===== src/bfs_div.sv =====
// restoring divider, one quotient bit a cycle, quotient truncated toward zero
module bfs_div #(
  parameter int SW = 39,
  parameter int CW = 8
) (
  input  logic                clk,
  input  logic                rst,
  input  logic                start,
  input  logic signed [SW-1:0] num,
  input  logic [CW-1:0]       den,
  output logic                done,
  output logic signed [32:0]  quo
);
  localparam int SCW = $clog2(SW + 1);

  logic [SCW-1:0] steps;
  logic           busy;
  logic           neg;
  logic [SW-1:0]  q;
  logic [CW-1:0]  rem;
  logic [CW-1:0]  den_r;
  logic [CW:0]    r_sh;
  logic           fit;

  assign r_sh = {rem, q[SW-1]};
  assign fit  = r_sh >= {1'b0, den_r};
  assign quo  = neg ? -33'(q) : 33'(q);

  always_ff @(posedge clk) begin
    if (rst) begin
      busy <= 1'b0;
      done <= 1'b0;
    end else begin
      done <= 1'b0;
      if (start) begin
        busy  <= 1'b1;
        steps <= SCW'(SW);
        neg   <= num[SW-1];
        q     <= num[SW-1] ? SW'(-num) : SW'(num);
        rem   <= '0;
        den_r <= den;
      end else if (busy) begin
        q     <= {q[SW-2:0], fit};
        rem   <= fit ? CW'(r_sh - {1'b0, den_r}) : r_sh[CW-1:0];
        steps <= steps - 1'b1;
        if (steps == SCW'(1)) begin
          busy <= 1'b0;
          done <= 1'b1;
        end
      end
    end
  end

endmodule


===== config.mk =====
export PLATFORM = sky130hd
export DESIGN_NAME = bfs_div
export DESIGN_NICKNAME = d
export VERILOG_FILES = /design/src/bfs_div.sv
export SDC_FILE = /design/constraint.sdc
export NUM_CORES = 1
export LEC_CHECK = 0
export BUFFER_PORTS_ARGS = -buffer_cell sky130_fd_sc_hd__buf_2
export CAP_MARGIN = 20
export CELL_PAD_IN_SITES_DETAIL_PLACEMENT = 0
export CELL_PAD_IN_SITES_GLOBAL_PLACEMENT = 1
export CORE_MARGIN = 1
export CORE_UTILIZATION = 34
export DETAILED_ROUTE_END_ITERATION = 8
export GPL_TIMING_DRIVEN = 0
export HOLD_SLACK_MARGIN = 0.12
export MAX_ROUTING_LAYER = met4
export PLACE_DENSITY_LB_ADDON = 0.1
export SKIP_CTS_REPAIR_TIMING = 1
export SYNTH_ARGS = -nofsm -noshare
export SYNTH_HDL_FRONTEND = slang
export SYNTH_SLANG_ARGS = --single-unit

===== constraint.sdc =====
create_clock -name clk -period 5.9 [get_ports clk]
set_clock_uncertainty 0.2 [all_clocks]
set_input_delay 1.475 -clock clk [delete_from_list [all_inputs] [get_ports clk]]
set_output_delay 1.475 -clock clk [all_outputs]
set_load 0.02 [all_outputs]

**Word-level counts from Yosys, hierarchy flattened**

Cells that the tools add are included.

- Memories kept: 0
- ROM bits: 0
- Output and inout bits: 34
- Memory bits (writable): 0
- Input port bits: 50
- Flip-flop bits (word level): 64
- Bits in latches: 0
- Logic and storage cells: 30

- Bitwise logic cells: 2
- Muxes and demuxes: 11
- $add $sub $neg: 4
- Reductions and logical operators: 4
- Eq/ne operators: 1
- Shifts and indexed selects: 0
- Divide/modulo/power cells: 0
- $mul: 0
- Order comparisons: 1

Operators by type and width:

| cell | number |
|---|---|
| two-way mux 39 bit | 3 |
| negation 39 bit | 1 |
| two-way mux 33 bit | 1 |
| negation 33 bit | 1 |
| two-way mux 8 bit | 2 |
| >= comparator 9 x 8 -> 1 bit | 1 |
| subtractor 8 bit | 1 |
| == test 6 x 1 -> 1 bit, second input constant | 1 |
| two-way mux 6 bit | 1 |
| subtractor 6 x 1 -> 6 bit, second input constant | 1 |
| two-way mux 1 bit | 4 |
| AND reduction 2 bit | 2 |
| OR reduction 3 bit | 1 |
| NOT 1 bit | 2 |
| nonzero test 2 bit | 1 |

**Depth between registers and ports, before layout**

Gate-level depths: netlist (run 1).

- Depth after elaboration: 4
- Depth in mapped cells: 8
- Depth with buffers taken out: 8

**Worst setup path before layout (run 1)**

OpenSTA, ideal clock, no wires.

- Path kind: in2reg
- Start: input port start
- End: register q[0], enable pin
- Stages: 4
- Arrival: 4.354 ns
- Path buffers: 2
- Path slack: 0.880 ns
- Data required time: 5.235 ns
- Path through: clkbuf_1 buf_1 nor2_1 nor2_1

- Cells in the longest elaborated chain, start to end: 2

RTL lines:

| element | RTL line | RTL |
|---|---|---|
| start, declared | 8 | `input logic start,` |
| nonzero test 2 bit (no source line) | -- |  |
| AND reduction 2 bit (no source line) | -- |  |
| end signal, assigned | 39 | `q <= num[SW-1] ? SW'(-num) : SW'(num);` |
| end signal, assigned | 43 | `q <= {q[SW-2:0], fit};` |
| end, declared | 19 | `logic [SW-1:0] q;` |

Every way passes these cells.
A chain may end at the register's enable or synchronous reset.

**Worst setup path in the final report (run 1)**

- Start: register q[3]
- End: output port quo[29]

- Cells in the longest elaborated chain, start to end: 2

RTL lines:

| element | RTL line | RTL |
|---|---|---|
| negation 33 bit | 27 | `assign quo = neg ? -33'(q) : 33'(q);` |
| two-way mux 33 bit | 27 |  |
| end, declared | 12 | `output logic signed [32:0] quo` |

Every way passes these cells.

==> flow_summary_export.csv, run 1 <==
group,metric,value,unit
cells_and_area,mostFrequentLayoutCells,"82 x buf_2, 62 x edfxtp_1, 57 x nor2_1, 41 x nand2_1",
placed_design,dp_hpwl,9959,um
die,dieArea,0.01418,mm2
yosys,yosys.area.top_type,"edfxtp_1",
sta,maxSlewViolCount,0,
yosys,ys.flop_type,"edfxtp_1",
run,max-cap-violations,0,
die,die_w,119.1,um
route,vias,4124,
critical_path,crit_path_end_kind,"output pin",
sta,tightest_slew,893.1,ps
yosys,syn_nets,566,
sta,hold_viol_final,0,
yosys,synth_top_family_by_area,"simple AND/OR/NAND/NOR gates",
clocking,clock-sinks,64,
global_routing,grt_pass1_wl,21600,um
yosys,yosys.area_share.simple,0.2089,
clocking,clock_latency,330,ps
route,wire_per_inst,17.29,um
critical_path,arrival,3170,ps
global_routing,grt_antenna_before_repair,0,
cells_and_area,fin_area,0.005624,mm2
yosys,yosys-top-cells-area,"edfxtp_1 40%, xnor2_1 6.8%, xor2_1 5.3%, nor2_1 4.7%, a21oi_1 3.9%",
route,drt-total-wl,13450,um
hold_path,hold_path_class,"register to register",
clocking,clk_pin_slew,60,ps
power_and_ir_drop,powerDensity,259.1,mW/mm2
yosys,synth-compound-area-share,0.1692,
clocking,cts_buffer_depth,2,
yosys,synth-edff-count,62,
route,ant_nets,0,
hold_path,hold_start,"busy",
route,dr.pass1.iters,4,
clocking,numCtsBuffers,9,
route,drt_iter0_drc,248,
yosys,syn_inst,503,
critical_path,r2r-end,"rem[0]",
critical_path,worstSetupPathType,"register to output pin",
sta,fin_tns_setup,0,ps
power_and_ir_drop,ir_worst_vdd,120.4,uV
critical_path,start_kind,"register",
die,design.core.area,0.01330,mm2
route,vias_per_cell,5.301,
yosys,ys_seq_area_frac,0.4082,
sta,min_period_over_period,0.8207,
yosys,syn_area,0.004659,mm2
global_routing,grt_pass1_vias,4038,
sta,fmaxAchievable,206.5,MHz
sta,setup_viol,0,
die,io_pins,84,
yosys,synth_warnings,0,
die,rows,42,
outcome,outcome,"finished, final reports clean",
die,start_util,0.3505,
yosys,yosys.area.top_type_share,0.3996,
placed_design,io_buffers,82,
sta,maxSlewHeadroom,0.4032,
sta,rsz0062_at_grt,"no",
placed_design,placed_area,0.005325,mm2
cells_and_area,diodes,0,
cells_and_area,layout.nets,660,
yosys,synthXorXnorAreaFrac,0.1203,
yosys,synthMuxAreaShare,0.01987,
critical_path,r2r_cells,7,
hold_path,whs_path_depth,1,
clocking,cts-root-buf,"clkbuf_16",
yosys,syn_avg_cell_area,9.263,um2
critical_path,cp.required,4220,ps
die,die_y,119.1,um
global_routing,overflow,0,
critical_path,critPathMaxFanout,6,
power_and_ir_drop,p_leak,2.049,nW
critical_path,timing.rr.start,"den_r[1]",
global_routing,grt.total_usage,0.2022,
route,drc,0,
global_routing,grt_max_degree,30,
yosys,synth.distinct_cells,57,
cells_and_area,drive_gt1_frac,0.1977,
yosys,async_flop_share,0,
cells_and_area,syn2layout_area_growth,20.70,%
clocking,htree_levels,3,
sta,fin_crit,4842,ps
placed_design,gp_congestion,0.7955,
cells_and_area,mostFrequentLayoutCell,"buf_2",
yosys,ys_ff_latch,64,
hold_path,whs_endpoint,"done",
yosys,synthAdderAreaFrac,0.03652,
critical_path,reg2reg_slack,3160,ps
clocking,cts_tree,"built",
## report_power, final
group / total (mW) / switching (mW) / internal (mW) / leakage, nW
clock: 0.545 / 0.207 / 0.338 / 0.145
sequential: 0.575 / 0.0295 / 0.546 / 0.600
combinational: 0.337 / 0.201 / 0.135 / 1.30
## critical path: stages (launching register included)
cell and delay (ps):
edfxtp_1 480, nor4_1 530, nand3_1 360, or4_1 710, o41ai_1 420, xnor2_1 160, buf_2 180
## cells by family after synthesis
group                      after synthesis
buffers and inverters                   43
xor gates and xnor gates                64
muxes                                    9
AOI/OAI and AO/OA                      120
adders and majority gates               13
DFF                                     64
and+or+nand+nor                        190
## per-layer routing
metal | routed length (um) | share of wire | vias up | track usage
li1 | - | - | 2060 | -
met1 | 6664 | 0.50 | 1954 | 0.2821
met2 | 5992 | 0.45 | 97 | 0.2987
met3 | 650 | 0.048 | 13 | 0.03400
met4 | 144 | 0.011 | 0 | 0.06013
met5 | 0 | 0 | - | -
## area by class of cell
type,instances,area [um2]
buffer,23,97.59
clock buffer,11,242.7
clock inverter,5,56.30
fill,1358,7671
inverter,20,75.07
multi-input combinational,396,2600
sequential,64,1902
tap,176,220.2
timing repair buffer,83,430.4
## registers in the layout, summed over array words and instances (netlist names)
name and count:
q 39, den_r 8, rem 8, steps 6, busy 1, done 1
neg 1
## synth_stat cells, types with 3 or more instances
library cell	count
nand3_1	10
or4_4	3
nor3_1	13
xor2_1	28
nor2_1	58
or2_2	6
o31ai_1	19
nand2b_1	4
mux2i_1	7
nand2_1	41
nor4_1	6
xnor2_1	36
o41ai_1	15
clkbuf_1	19
a31oi_1	3
or3_1	11
inv_1	18
nand4_1	7
or4_1	9
ha_1	12
nor2b_1	8
o31a_1	3
o211ai_1	3
o21a_1	3
o21ai_0	24
edfxtp_1	62
a21oi_1	36
## worst max path at each step
| stage | slack [ps] | from | to | depth (start not counted) |
|---|---|---|---|---|
| floorplan | 880 | start | q[0] | 4 |
| global placement | -930 | start | q[11] | 4 |
| detailed placement | 1400 | q[3] | quo[29] | 6 |
| CTS | 1020 | q[3] | quo[29] | 6 |
| global route | 850 | q[3] | quo[29] | 6 |
| finish | 1060 | q[3] | quo[29] | 6 |
## stage by stage
stage               setup WS, ps  power [mW]  hold WS (ps)  utilization  instances
finish                      1058       1.457         283.7       0.4230        778
global route               851.3       1.531         307.8       0.4230        778
CTS                         1024       1.467         290.0       0.4230        778
detailed placement          1401      0.9208         282.0       0.4005        762
global placement          -929.7      0.9180         278.3       0.3979        761
floorplan                  880.4      0.8064         260.0            -        503
Power figures use the tool's default switching activity.
==> run 2, diff against run 1 <==
Clock period 5.9 ns to 4.21 ns, I/O delays scaled along.
==> run 2 against run 1 <==
  * Register-to-register slack got worse by 1700 ps
  * Flip-flop and latch count did not move
  * Clock power rose by 29%
  * Cell count fell by 0.13%
  * Largest cell class unchanged
  * First-iteration DRC count rose by 14%
  * Largest power group unchanged
  * Global-route usage rose by 0.19 points
  * Cell area rose by 0.60%
  * Count of clock-buffer cells in the layout rose by 1
  * Critical path depth did not move
==> flow_summary_export.csv, run 2 (synthesized netlist as in run 1, its figures left out) <==
group,metric,value,unit
outcome,outcome,"finished, final reports clean",
power_and_ir_drop,p_clk_frac,0.354,
cells_and_area,top_register,"q",
global_routing,grt_antenna_before_repair,0,
critical_path,cp_cell_sequence,"or4_1, nor2_1, nand4_1, o41ai_2, xnor2_1, buf_2",
critical_path,reg2reg_slack,1460,ps
run,max-cap-violations,0,
clocking,clock_latency,340,ps
route,dr.pass1.iters,4,
critical_path,cp.required,2960,ps
power_and_ir_drop,ir_worst_vdd,177.7,uV
clocking,clk_pin_slew,60,ps
die,start_util,0.3505,
global_routing,grt_pass1_vias,4072,
power_and_ir_drop,power.total,1.985,mW
sta,setup_viol,0,
critical_path,crit_path_end_kind,"output pin",
die,die_y,119.1,um
route,drc,0,
critical_path,timing.rr.start,"den_r[1]",
critical_path,slowest_delay,580,ps
clocking,cts-root-buf,"clkbuf_16",
critical_path,r2r_cells,7,
route,wl_met3,661,um
cells_and_area,syn2layout_area_growth,21.43,%
critical_path,cpMaxStageDelayCell,"or4_1",
hold_path,hold_path_class,"register to register",
global_routing,overflow,0,
cells_and_area,mostFrequentLayoutCell,"buf_2",
sta,min_period_over_period,0.9802,
clocking,clock-sinks,64,
cells_and_area,diodes,0,
die,dieArea,0.01418,mm2
clocking,cts_buffer_depth,2,
critical_path,critPathMaxFanout,5,
die,rows,42,
sta,fin_crit,4126,ps
clocking,htree_levels,3,
power_and_ir_drop,p_sw_frac,0.3037,
sta,fmaxAchievable,242.3,MHz
route,wire_per_inst,17.24,um
route,ant_nets,0,
cells_and_area,final_util,0.4256,
hold_path,hold_start,"busy",
sta,hold_viol_final,0,
hold_path,whs_path_depth,1,
placed_design,dp_hpwl,10050,um
sta,tightest_slew,927.8,ps
power_and_ir_drop,p_comb_frac,0.239,
route,top_layer,"met4",
route,drt-total-wl,13400,um
placed_design,pre_cts_ws,128.9,ps
route,vias_per_cell,5.299,
die,io_pins,84,
placed_design,gp_congestion,0.7880,
route,vias,4117,
clocking,cts_tree,"built",
power_and_ir_drop,cellInternalPower,1.382,mW
sta,fin_tns_setup,0,ps
critical_path,worstSetupPathType,"register to output pin",
cells_and_area,largest_register_ffs,39,
route,met1Wirelength,6530,um
route,drt_iter0_drc,282,
critical_path,arrival,2870,ps
global_routing,grt.total_usage,0.2041,
placed_design,io_buffers,82,
power_and_ir_drop,p_leak,2.056,nW
power_and_ir_drop,powerDensity,350.9,mW/mm2
clocking,numCtsBuffers,9,
cells_and_area,drive_gt1_frac,0.2097,
global_routing,grt_pass1_wl,21540,um
power_and_ir_drop,p_seq_frac,0.407,
critical_path,cp-startpoint,"q[4]",
cells_and_area,reg.largest.list,"q x39, den_r x8, rem x8",
sta,hold_slack,291.3,ps
die,design.core.area,0.01330,mm2
critical_path,start_kind,"register",
power_and_ir_drop,p_sw,0.6029,mW
cells_and_area,layout.nets,660,
sta,maxSlewHeadroom,0.3792,
route,wl_met2,6009,um
cells_and_area,mostFrequentLayoutCells,"82 x buf_2, 62 x edfxtp_1, 57 x nor2_1, 41 x nand2_1",
sta,rsz0062_at_grt,"no",
sta,timing.final.ws_setup,83.51,ps
die,die_w,119.1,um
global_routing,grt_max_degree,29,
sta,maxSlewViolCount,0,
-- run 2: per-stage QoR --
| step | instances | instance area (um2) |
|---|---|---|
| 6_report | 777 | 5658 |
| 2_1_floorplan | 503 | 4662 |
| 5_1_grt | 777 | 5658 |
| 3_5_place_dp | 762 | 5325 |
| 3_3_place_gp | 761 | 5293 |
| 4_1_cts | 777 | 5600 |
-- run 2: power by group through the flow --
stage                     registers, mW  clock network, mW  logic, mW
after floorplan                   0.807                  0      0.323
after global placement            0.820                  0      0.465
after detailed placement          0.818                  0      0.473
after CTS                         0.806              0.720      0.476
after global routing              0.816              0.745      0.526
final                             0.809              0.702      0.474
-- run 2: path summary, 6_finish.rpt --
check	endpoint
worst min register to register	done
worst max register to register	rem[1]
worst max-delay path	quo[26]
worst min-delay path	done
-- run 2: area by class of cell --
type                    instances  area, um2
plain buffers                  23      97.59
clock buffers                  12      256.5
clock inverters                 3      18.77
fillers                      1364       7637
inverters                      20      75.07
multi-input cells             396       2658
flip-flops and latches         64       1902
well taps                     176      220.2
repair buffers                 83      430.4
-- run 2: metal layers --
| layer | vias to the layer above | GRT usage |
|---|---|---|
| met5 | - | - |
| met4 | 0 | 0.07199 |
| met3 | 13 | 0.03113 |
| met2 | 93 | 0.3081 |
| met1 | 1953 | 0.2771 |
| li1 | 2058 | - |
-- run 2: critical path, delay by kind of cell (launching register included) --
kind | cells | cell delay (ps)
buf+inv | 1 | 180
flops | 1 | 490
xor+xnor | 1 | 160
simple gates | 3 | 1320
compound gates | 1 | 370
==> run 3, diff against run 2 <==
--- a/config.mk
+++ b/config.mk
@@ -6,8 +6,10 @@
 export NUM_CORES = 1
 export LEC_CHECK = 0
+export ABC_AREA = 1
 export BUFFER_PORTS_ARGS = -buffer_cell sky130_fd_sc_hd__buf_2
 export CAP_MARGIN = 20
 export CELL_PAD_IN_SITES_DETAIL_PLACEMENT = 0
 export CELL_PAD_IN_SITES_GLOBAL_PLACEMENT = 1
+export CORE_ASPECT_RATIO = 1.25
 export CORE_MARGIN = 1
 export CORE_UTILIZATION = 34
--- a/constraint.sdc
+++ b/constraint.sdc
@@ -3,3 +3,3 @@
 set_input_delay 1.0525 -clock clk [delete_from_list [all_inputs] [get_ports clk]]
 set_output_delay 1.0525 -clock clk [all_outputs]
-set_load 0.02 [all_outputs]
+set_load 0.1 [all_outputs]
==> run 3 against run 2 <==
  * Core utilization decreased by 0.89 points
  * Global-route usage increased by 1.3 points
  * Flip-flop and latch count unchanged
  * Non-clock buffer count decreased by 4
  * Critical path depth increased by 3
  * Sequential power decreased by 0.5%
  * Critical path type unchanged
  * Largest power group unchanged
  * Highest routed layer unchanged
==> flow_summary_export.csv, run 3 <==
group,metric,value,unit
cells_and_area,syn2layout_area_growth,18.64,%
sta,min_period_over_period,0.8803,
route,ant_nets,0,
sta,rsz0062_at_grt,"no",
critical_path,r2r-end,"q[0]",
yosys,syn_inst,765,
die,die_y,141.8,um
route,dr.pass1.iters,5,
global_routing,grt.total_usage,0.2173,
cells_and_area,drive_gt1_frac,0.1736,
sta,hold_viol_final,0,
power_and_ir_drop,powerDensity,364.1,mW/mm2
yosys,yosys-top-cells-count,"227 x nand2_1, 101 x nor2_1, 90 x nand3_1, 74 x inv_1, 62 x edfxtp_1",
die,design.core.area,0.01514,mm2
sta,maxSlewViolCount,0,
yosys,ys_seq_area_frac,0.3576,
critical_path,crit_path_end,"quo[16]",
die,die_w,113.9,um
yosys,syn_area,0.005318,mm2
route,wire_per_inst,15.13,um
power_and_ir_drop,ir_worst_vdd,197.5,uV
critical_path,cpMaxStageDelayCell,"buf_2",
yosys,yosys.area.top_type,"edfxtp_1",
cells_and_area,largest_register_ffs,39,
critical_path,reg2reg_slack,1940,ps
global_routing,grt_pass1_wl,26340,um
cells_and_area,top_register,"q",
die,io_pins,84,
sta,tightest_slew,1015,ps
critical_path,cp_cell_sequence,"inv_2, ha_1, nand3_2, nor2_4, nand2_2, o21ai_4, o21ai_1, xor2_1, buf_2",
clocking,cts-root-buf,"clkbuf_16",
critical_path,start_kind,"register",
sta,fin_crit,3706,ps
placed_design,dp_hpwl,13360,um
cells_and_area,layout.nets,922,
cells_and_area,diodes,0,
yosys,yosys.area.top_type_share,0.3501,
critical_path,critPathMaxFanout,7,
route,drt-total-wl,16220,um
critical_path,crit_path_end_kind,"output pin",
sta,timing.final.ws_setup,503.8,ps
critical_path,cp.required,2960,ps
route,vias_per_cell,4.898,
yosys,async_flop_share,0,
cells_and_area,final_util,0.4167,
clocking,clock-sinks,64,
global_routing,grt_antenna_before_repair,0,
die,dieArea,0.01615,mm2
yosys,yosys-top-cells-area,"edfxtp_1 35%, nand2_1 16%, nand3_1 8.5%, nor2_1 7.1%, inv_1 5.2%",
critical_path,r2r_cells,8,
cells_and_area,reg.largest.list,"q x39, den_r x8, rem x8",
yosys,synth_warnings,0,
global_routing,overflow,0,
yosys,syn_nets,828,
clocking,cts_buffer_depth,2,
sta,maxSlewHeadroom,0.3209,
placed_design,io_buffers,82,
die,rows,50,
yosys,ys.flop_type,"edfxtp_1",
cells_and_area,mostFrequentLayoutCell,"nand2_1",
cells_and_area,mostFrequentLayoutCells,"227 x nand2_1, 101 x nor2_1, 90 x nand3_1, 90 x buf_2, 74 x inv_1",
critical_path,timing.rr.start,"rem[3]",
sta,setup_viol,0,
global_routing,grt_max_degree,32,
yosys,synth-edff-count,62,
clocking,clk_pin_slew,60,ps
critical_path,worstSetupPathType,"register to output pin",
outcome,outcome,"finished, final reports clean",
clocking,htree_levels,3,
power_and_ir_drop,p_leak,2.819,nW
critical_path,arrival,2450,ps
sta,fmaxAchievable,269.8,MHz
critical_path,slowest_delay,450,ps
clocking,numCtsBuffers,9,
sta,hold_slack,320.4,ps
route,drt_iter0_drc,327,
hold_path,hold_path_class,"register to register",
clocking,cts_tree,"built",
yosys,ys_ff_latch,64,
route,drc,0,
global_routing,grt_pass1_vias,5046,
yosys,syn_avg_cell_area,6.951,um2
placed_design,pre_cts_ws,879.8,ps
clocking,clock_latency,330,ps
die,start_util,0.3512,
cells_and_area,n_fill_cell,1676,
yosys,synth.distinct_cells,40,
run,max-cap-violations,0,
placed_design,gp_congestion,0.9058,
critical_path,cp-startpoint,"q[0]",
yosys,yosysMostFrequentCell,"nand2_1",
route,vias,5251,
run 3: worst min-delay path by stage:
stage,start,end,slack (ps),cells after the start
2_1_floorplan,busy,done,240,2
3_3_place_gp,busy,done,260,2
3_5_place_dp,busy,done,310,2
4_1_cts,busy,done,320,2
5_1_grt,busy,done,350,2
6_report,busy,done,320,2
run 3: layout make-up:
type	instances	area, um2	area share
multi-input combinational	599	3014	0.4778
sequential	64	1902	0.3015
timing repair buffer	83	430.4	0.06823
inverter	83	311.5	0.04939
tap	208	260.3	0.04125
clock buffer	10	239.0	0.03788
buffer	19	101.3	0.01607
clock inverter	6	50.05	0.007933
run 3: cell families (layout without fill, tap and decap cells):
| group | Yosys count | after routing | share of synthesized area |
|---|---|---|---|
| AOI/OAI and AO/OA | 74 | 74 | 0.07906 |
| xor gates and xnor gates | 39 | 39 | 0.06424 |
| adders and majority gates | 13 | 13 | 0.03200 |
| buffers and inverters | 102 | 201 | 0.07765 |
| DFF | 64 | 64 | 0.3576 |
| and+or+nand+nor | 473 | 473 | 0.3894 |
run 3: critical path, delay by kind of cell, from the launching register on:
family	cells	cell delay [ps]
compound gates	2	370
xor+xnor	1	160
fa+ha+maj	1	200
buf+inv	2	560
flops	1	400
simple gates	3	420
run 3: through the flow:
step                      TNS, ps  instances  instance area, um2  total power, mW
after global routing            0       1072                6309            2.409
after floorplan                 0        765                5321            1.414
after CTS                       0       1072                6309            2.320
after detailed placement        0       1056                6020            1.599
after global placement      -5721       1055                5992            1.592
final                           0       1072                6309            2.297
run 3: power breakdown:
part | internal (mW) | switching (mW)
Sequential | 0.762 | 0.0426
Clock | 0.423 | 0.291
Combinational | 0.183 | 0.595
run 3: metal layers:
layer  share of wire  routed length [um]  track usage
met5               0                   0            -
met4          0.0084                 136      0.04921
met2            0.48                7721       0.3604
met1            0.48                7801       0.2843
met3           0.034                 559      0.02520
